==> config.mk <==
export PLATFORM = sky130hd
export DESIGN_NAME = rolling_sum_substring_search
export DESIGN_NICKNAME = d
export VERILOG_FILES = /design/src/rtl/core/rss_pkg.sv /design/src/rtl/core/rss_cell.sv /design/src/rtl/core/rolling_sum_substring_search.sv
export SDC_FILE = /design/constraint.sdc
export NUM_CORES = 1
export LEC_CHECK = 0
export BUFFER_PORTS_ARGS = -buffer_cell sky130_fd_sc_hd__buf_2
export CORE_MARGIN = 4
export CORE_UTILIZATION = 39
export CTS_CLUSTER_DIAMETER = 40
export DETAILED_ROUTE_END_ITERATION = 8
export GPL_TIMING_DRIVEN = 1
export PLACE_DENSITY = 0.58
export SLEW_MARGIN = 20
export SYNTH_ARGS = -nofsm -noshare
export SYNTH_HDL_FRONTEND = slang
export SYNTH_SLANG_ARGS = --single-unit
export TNS_END_PERCENT = 1
==> constraint.sdc <==
create_clock -name clk -period 7.1 [get_ports clk]
set_input_delay 0 -clock clk [delete_from_list [all_inputs] [get_ports clk]]
set_output_delay 0 -clock clk [all_outputs]
set_load 0.1 [all_outputs]
==> src/rtl/core/rss_pkg.sv <==
package rss_pkg;

  // default sizes
  localparam int              PATTERN_MAX_DEF = 16;
  localparam longint unsigned TEXT_MAX_DEF    = 64'd65536;

  // pattern storage: sixteen bytes in two 64-bit registers
  localparam int PAT_BYTES = 16;
  localparam int PLEN_W    = 5;
  localparam int REG_W     = 64;
  localparam int POS_W     = 16;

  typedef logic [PAT_BYTES-1:0][7:0] pat_t;

  // configuration register indexes
  typedef enum logic [1:0] {
    CFG_PATTERN_LENGTH = 2'd0,
    CFG_PATTERN_LOW    = 2'd1,
    CFG_PATTERN_HIGH   = 2'd2
  } cfg_reg_t;

endpackage

==> src/rtl/core/rss_cell.sv <==
module rss_cell #(
  parameter int J     = 0,
  parameter int LEN_W = 5
) (
  input  logic              clk,
  input  logic              shift,
  input  logic [LEN_W-1:0]  len,
  input  rss_pkg::pat_t     pat,
  input  logic [7:0]        byte_in,
  output logic [7:0]        byte_out,
  input  logic              eq_in,
  output logic              eq_out
);

  localparam int IW = (LEN_W > 5) ? LEN_W : 5;

  logic [7:0]    byte_q;
  logic [IW-1:0] pidx;
  logic          active;
  logic [7:0]    pbyte;

  // window tap, moves one place on each shift
  always_ff @(posedge clk) begin
    if (shift) begin
      byte_q <= byte_in;
    end
  end

  assign byte_out = byte_q;

  // this tap lines up with pattern byte len-1-J
  assign active = IW'(J) < IW'(len);
  assign pidx   = IW'(len) - IW'(J) - IW'(1);
  assign pbyte  = (pidx < IW'(rss_pkg::PAT_BYTES)) ? pat[pidx[3:0]] : 8'h00;

  // compare the incoming tap value, and along the match chain
  assign eq_out = eq_in & (~active | (byte_in == pbyte));

endmodule

==> src/rtl/core/rolling_sum_substring_search.sv <==
// Streaming substring search: text bytes enter on s_* one per clock, back to back,
// and each is shifted into a row of PATTERN_MAX cells; every active cell compares its
// new byte with the pattern byte it lines up with, and the per-cell results are ANDed
// along the row, so a full window match is decided in the cycle the byte is accepted
// (equal bytes imply equal byte sums, so the sum prefilter needs no hardware of its
// own). One result per text appears on m_* the cycle after the byte marked tlast,
// with found and the start index of the first match. Bytes past TEXT_MAX are taken
// but not searched. Throughput is one byte per cycle; input stalls only while a
// result waits on m_tready. Pattern registers take effect on the next byte.
module rolling_sum_substring_search #(
  parameter int              PATTERN_MAX = rss_pkg::PATTERN_MAX_DEF,
  parameter longint unsigned TEXT_MAX    = rss_pkg::TEXT_MAX_DEF
) (
  input  logic                     clk,
  input  logic                     rst,
  // input stream
  input  logic                     s_tvalid,
  output logic                     s_tready,
  input  logic [7:0]               s_tdata,   // [7:0] text_byte
  input  logic                     s_tlast,   // last_byte
  // result stream
  output logic                     m_tvalid,
  input  logic                     m_tready,
  output logic [23:0]              m_tdata,   // [0] found, [16:1] match_index, zero pad
  // configuration writes
  input  logic                     cfg_we,
  input  logic [1:0]               cfg_index,
  input  logic [rss_pkg::REG_W-1:0] cfg_data
);

  localparam int LEN_W = $clog2(PATTERN_MAX + 1);
  localparam int CNT_W = $clog2(TEXT_MAX + 1);
  localparam int EW    = (LEN_W > rss_pkg::PLEN_W) ? LEN_W : rss_pkg::PLEN_W;
  localparam int CW    = ((CNT_W > LEN_W) ? CNT_W : LEN_W) + 1;

  logic [rss_pkg::PLEN_W-1:0]  pattern_length;
  logic [rss_pkg::REG_W-1:0]   pattern_low;
  logic [rss_pkg::REG_W-1:0]   pattern_high;
  rss_pkg::pat_t               pat;
  logic [EW-1:0]               plen_w;
  logic [LEN_W-1:0]            len;

  logic [CNT_W-1:0]            bytes_seen;
  logic                        match_seen;
  logic [rss_pkg::POS_W-1:0]   first_pos;
  logic                        found_q;
  logic [rss_pkg::POS_W-1:0]   index_q;

  logic                        accept;
  logic                        saturated;
  logic                        shift;
  logic                        full;
  logic                        hit;
  logic                        match_seen_next;
  logic [rss_pkg::POS_W-1:0]   first_pos_next;
  logic [7:0]                  taps [PATTERN_MAX+1];
  logic                        eqs  [PATTERN_MAX+1];

  // configuration registers
  always_ff @(posedge clk) begin
    if (rst) begin
      pattern_length <= rss_pkg::PLEN_W'(1);
      pattern_low    <= '0;
      pattern_high   <= '0;
    end else if (cfg_we) begin
      case (cfg_index)
        rss_pkg::CFG_PATTERN_LENGTH: pattern_length <= cfg_data[rss_pkg::PLEN_W-1:0];
        rss_pkg::CFG_PATTERN_LOW:    pattern_low    <= cfg_data;
        rss_pkg::CFG_PATTERN_HIGH:   pattern_high   <= cfg_data;
        default: ;
      endcase
    end
  end

  assign pat = {pattern_high, pattern_low};

  // effective length, clamped to 1..PATTERN_MAX
  assign plen_w = EW'(pattern_length);
  always_comb begin
    if (plen_w == '0) begin
      len = LEN_W'(1);
    end else if (plen_w > EW'(PATTERN_MAX)) begin
      len = LEN_W'(PATTERN_MAX);
    end else begin
      len = LEN_W'(plen_w);
    end
  end

  // handshake
  assign s_tready  = ~m_tvalid | m_tready;
  assign accept    = s_tvalid & s_tready;
  assign saturated = bytes_seen == CNT_W'(TEXT_MAX);
  assign shift     = accept & ~saturated;

  // window cell row
  assign taps[0] = s_tdata;
  assign eqs[0]  = 1'b1;

  for (genvar j = 0; j < PATTERN_MAX; j++) begin : g_cell
    rss_cell #(
      .J     (j),
      .LEN_W (LEN_W)
    ) u_cell (
      .clk      (clk),
      .shift    (shift),
      .len      (len),
      .pat      (pat),
      .byte_in  (taps[j]),
      .byte_out (taps[j+1]),
      .eq_in    (eqs[j]),
      .eq_out   (eqs[j+1])
    );
  end

  // first match tracking
  assign full            = (CW'(bytes_seen) + CW'(1)) >= CW'(len);
  assign hit             = shift & full & ~match_seen & eqs[PATTERN_MAX];
  assign match_seen_next = match_seen | hit;
  assign first_pos_next  = hit ? rss_pkg::POS_W'(CW'(bytes_seen) + CW'(1) - CW'(len))
                               : first_pos;

  // stream state, cleared after the last byte
  always_ff @(posedge clk) begin
    if (rst) begin
      bytes_seen <= '0;
      match_seen <= 1'b0;
      first_pos  <= '0;
    end else if (accept) begin
      if (s_tlast) begin
        bytes_seen <= '0;
        match_seen <= 1'b0;
        first_pos  <= '0;
      end else begin
        bytes_seen <= saturated ? bytes_seen : bytes_seen + CNT_W'(1);
        match_seen <= match_seen_next;
        first_pos  <= first_pos_next;
      end
    end
  end

  // result register
  always_ff @(posedge clk) begin
    if (rst) begin
      m_tvalid <= 1'b0;
    end else if (accept && s_tlast) begin
      m_tvalid <= 1'b1;
    end else if (m_tready) begin
      m_tvalid <= 1'b0;
    end
  end

  always_ff @(posedge clk) begin
    if (accept && s_tlast) begin
      found_q <= match_seen_next;
      index_q <= match_seen_next ? first_pos_next : '0;
    end
  end

  assign m_tdata = {7'd0, index_q, found_q};

endmodule

==> flow_metrics.env <==
export IMPL_cts_path_max_buffers=3
export IMPL_syn_inst=2559
export IMPL_rsz0062_at_grt="no"
export IMPL_die_x_um=248
export IMPL_hold_class="input port to register"
export IMPL_vias=22469
export IMPL_multiInputGateArea_mm2=0.0136
export IMPL_tightest_slew_ns=1.28
export IMPL_antenna_found_initial=2
export IMPL_synth_edf_count=137
export IMPL_synth_compound_area_frac=0.208
export IMPL_place_gp_congestion=1.06
export IMPL_setup_viol=0
export IMPL_dp_hpwl_mm=81.1
export IMPL_worstPathRequired_ns=7.59
export IMPL_grt_pass1_wl_mm=150
export IMPL_path_common_cell="buf_4"
export IMPL_clock_latency_ns=0.61
export IMPL_nFillCells=5431
export IMPL_ys_warn_count=0
export IMPL_fp_row_count=87
export IMPL_yosysUniqueCellTypes=88
export IMPL_avgSynthCellArea_um2=8.77
export IMPL_synthMuxAreaShare=0.153
export IMPL_status="finished clean"
export IMPL_cts_buffers=52
export IMPL_synthAdderAreaFrac=0.0137
export IMPL_path_clk_slew_ns=0.05
export IMPL_cp_arrival_ns=6.94
export IMPL_ir_drop_uv=175
export IMPL_final_area_mm2=0.0263
export IMPL_slew_violations=0
export IMPL_grt_overflow=0
export IMPL_dr_first_iter_drc_count=2798
export IMPL_path_max_fanout=40
export IMPL_track_usage=0.335
export IMPL_n_antenna_cell=0
export IMPL_root_buffer="clkbuf_16"
export IMPL_startpoint_type="register"
export IMPL_seq_area_frac_synth=0.333
export IMPL_p_per_area_mw_per_mm2=215
export IMPL_final_setup_tns_ns=0
export IMPL_start_util=0.396
export IMPL_first_pass_iters=6
export IMPL_maxSlewHeadroom=0.145
export IMPL_met1_length_mm=43.3
export IMPL_grt_pass1_vias=21218
export IMPL_wl_met2_mm=45.5
export IMPL_area_growth_syn_to_layout_pct=17.4
export IMPL_post_route_min_period_ns=6.45
export IMPL_antenna_left=0
export IMPL_die_y_um=248
export IMPL_placed_area_mm2=0.0237
export IMPL_cts_sinks=305
export IMPL_grt_max_degree=95
export IMPL_viasPerCell=6.45
export IMPL_wl_met3_mm=9.13
export IMPL_drc=0
export IMPL_top_layer="met4"
export IMPL_synth_top_family_by_area="compound AO/OA/AOI/OAI gates"
export IMPL_critPathCaptureType="register"
export IMPL_ys_seq_elements=305
export IMPL_wl_per_cell_um=30.1
export IMPL_yosys_area_share_simple=0.185
export IMPL_synth_xor_area_frac=0.0457
export IMPL_finalHoldViolCount=0
export IMPL_syn_area_mm2=0.0224
export IMPL_drive_above_1_share=0.156
export IMPL_ys_async_sr_fraction=0
export IMPL_io_pins=106
export IMPL_port_buffers=98
export IMPL_fin_nets=2785
export IMPL_critical_path_class="register to register"
export IMPL_cts_tree="built"
export IMPL_final_cell_mix="371 x nand2_1, 212 x a21oi_1, 165 x dfxtp_1"
export IMPL_leakage_uw=0.00910
export IMPL_fin_crit_sh=0.909
export IMPL_routed_wl_mm=105
export IMPL_maxCapViolations=0
export IMPL_ys_flop_type="dfxtp_1"
export IMPL_layout_commonest_cell="nand2_1"
export IMPL_fmaxAchievable_mhz=155
export IMPL_skew_ns=0.0213
export IMPL_critPathMaxStageDelay_ns=0.67
export IMPL_ff_latch_area_mm2=0.00748
export IMPL_crit_chain="buf_4 -> buf_4 -> mux2i_1 -> nor2_1 -> a221oi_1 -> o21ai_0 -> a21o_1 -> or4_1 -> a32oi_1 -> a41oi_1 -> or4b_1 -> or2_1 -> o311ai_1"
export IMPL_h_tree_depth=2
export IMPL_die_area_mm2=0.0614
export IMPL_core_area_mm2=0.0567
export IMPL_cp_slowest_cell="or4b_1"
export IMPL_cts_resized=0
-- worst max-delay path: cells and delay by family (launching register included) --
kind                   cells  cell delay [ns]
multiplexers               1             0.28
AO/OA/AOI/OAI              6             2.36
AND/OR/NAND/NOR            4             1.87
buffers and inverters      2             1.19
flip-flops                 1             0.55
-- flip-flops by register name, summed over array words and instances (netlist names), 5 cells and up --
register	cells
bytes_seen	17
index_q	16
g_cell.u_cell.byte_out	120
pattern_low	64
pattern_length	5
pattern_high	64
first_pos	16
-- per-layer routing --
| metal | up-vias | GRT usage |
|---|---|---|
| li1 | 9849 | - |
| met1 | 11216 | 0.449 |
| met2 | 1159 | 0.506 |
| met3 | 245 | 0.0732 |
| met4 | 0 | 0.180 |
| met5 | - | 0 |
-- metrics by stage --
stage               instances  hold WS [ns]  setup slack (ns)   util  power (uW)
global placement         3305         0.216              1.06  0.418        3000
finish                   3481        0.0149             0.646  0.465        5670
detailed placement       3305         0.222             0.860  0.418        3010
global route             3481        0.0612             0.336  0.465        5830
floorplan                2565        0.0989             0.717      -        2630
CTS                      3481       0.00151             0.810  0.464        5680
-- cell families (layout without fill, tap and decap cells) --
family	count (synthesis)	count (layout)
compound gates	705	705
xor+xnor	117	117
fa+ha+maj	24	24
buf+inv	338	498
flops	305	305
mux	199	199
other cells	1	7
simple gates	870	870
-- final cells by class --
cell class	count	area share
clock inverters	41	0.0190
flip-flops and latches	305	0.284
repair buffers	253	0.0712
inverters	147	0.0210
clock buffers	57	0.0513
multi-input cells	1922	0.518
well taps	756	0.0359
-- path summary, 6_finish.rpt --
kind	startpoint	end	slack (ns)	depth (start not counted)
worst max-delay path	pattern_length[0]	first_pos[14]	0.65	13
worst min-delay path	rst	bytes_seen[12]	0.01	2
worst max register to register	pattern_length[0]	first_pos[14]	0.65	13
worst min register to register	g_cell[0].u_cell.byte_out[4]	g_cell[1].u_cell.byte_out[4]	0.48	0
-- where the power goes --
part | switching, uW | leakage (uW) | internal (uW)
combinational | 666 | 0.00551 | 340
clock | 988 | 0.000894 | 1630
sequential | 116 | 0.00269 | 1920
-- what timing repair did --
action | CTS | global route
endpoints found under the hold margin | 143 | 0
hold buffers | 78 | 0
setup buffers | 0 | 0
-- cell usage after synthesis (all sizes together) (21+ instances only) --
cell type	count	area [um2]
a22oi	33	248
and3	21	131
edfxtp	137	4110
a31oi	24	150
nand2	371	1390
a21oi	213	1070
nand3	86	430
xnor2	77	674
nand3b	22	165
nor2b	22	138
inv	146	548
xor2	40	350
a32oi	29	254
mux2i	75	751
nor3	51	255
nor2	148	556
a221oi	31	272
mux4	114	2570
nand4	27	175
o22ai	44	275
o21ai	119	596
buf	70	380
ha	23	288
clkbuf	121	454
dfxtp	168	3360
o221ai	29	254
o211ai	31	233
Note: power is estimated with default switching activity, not from simulation.
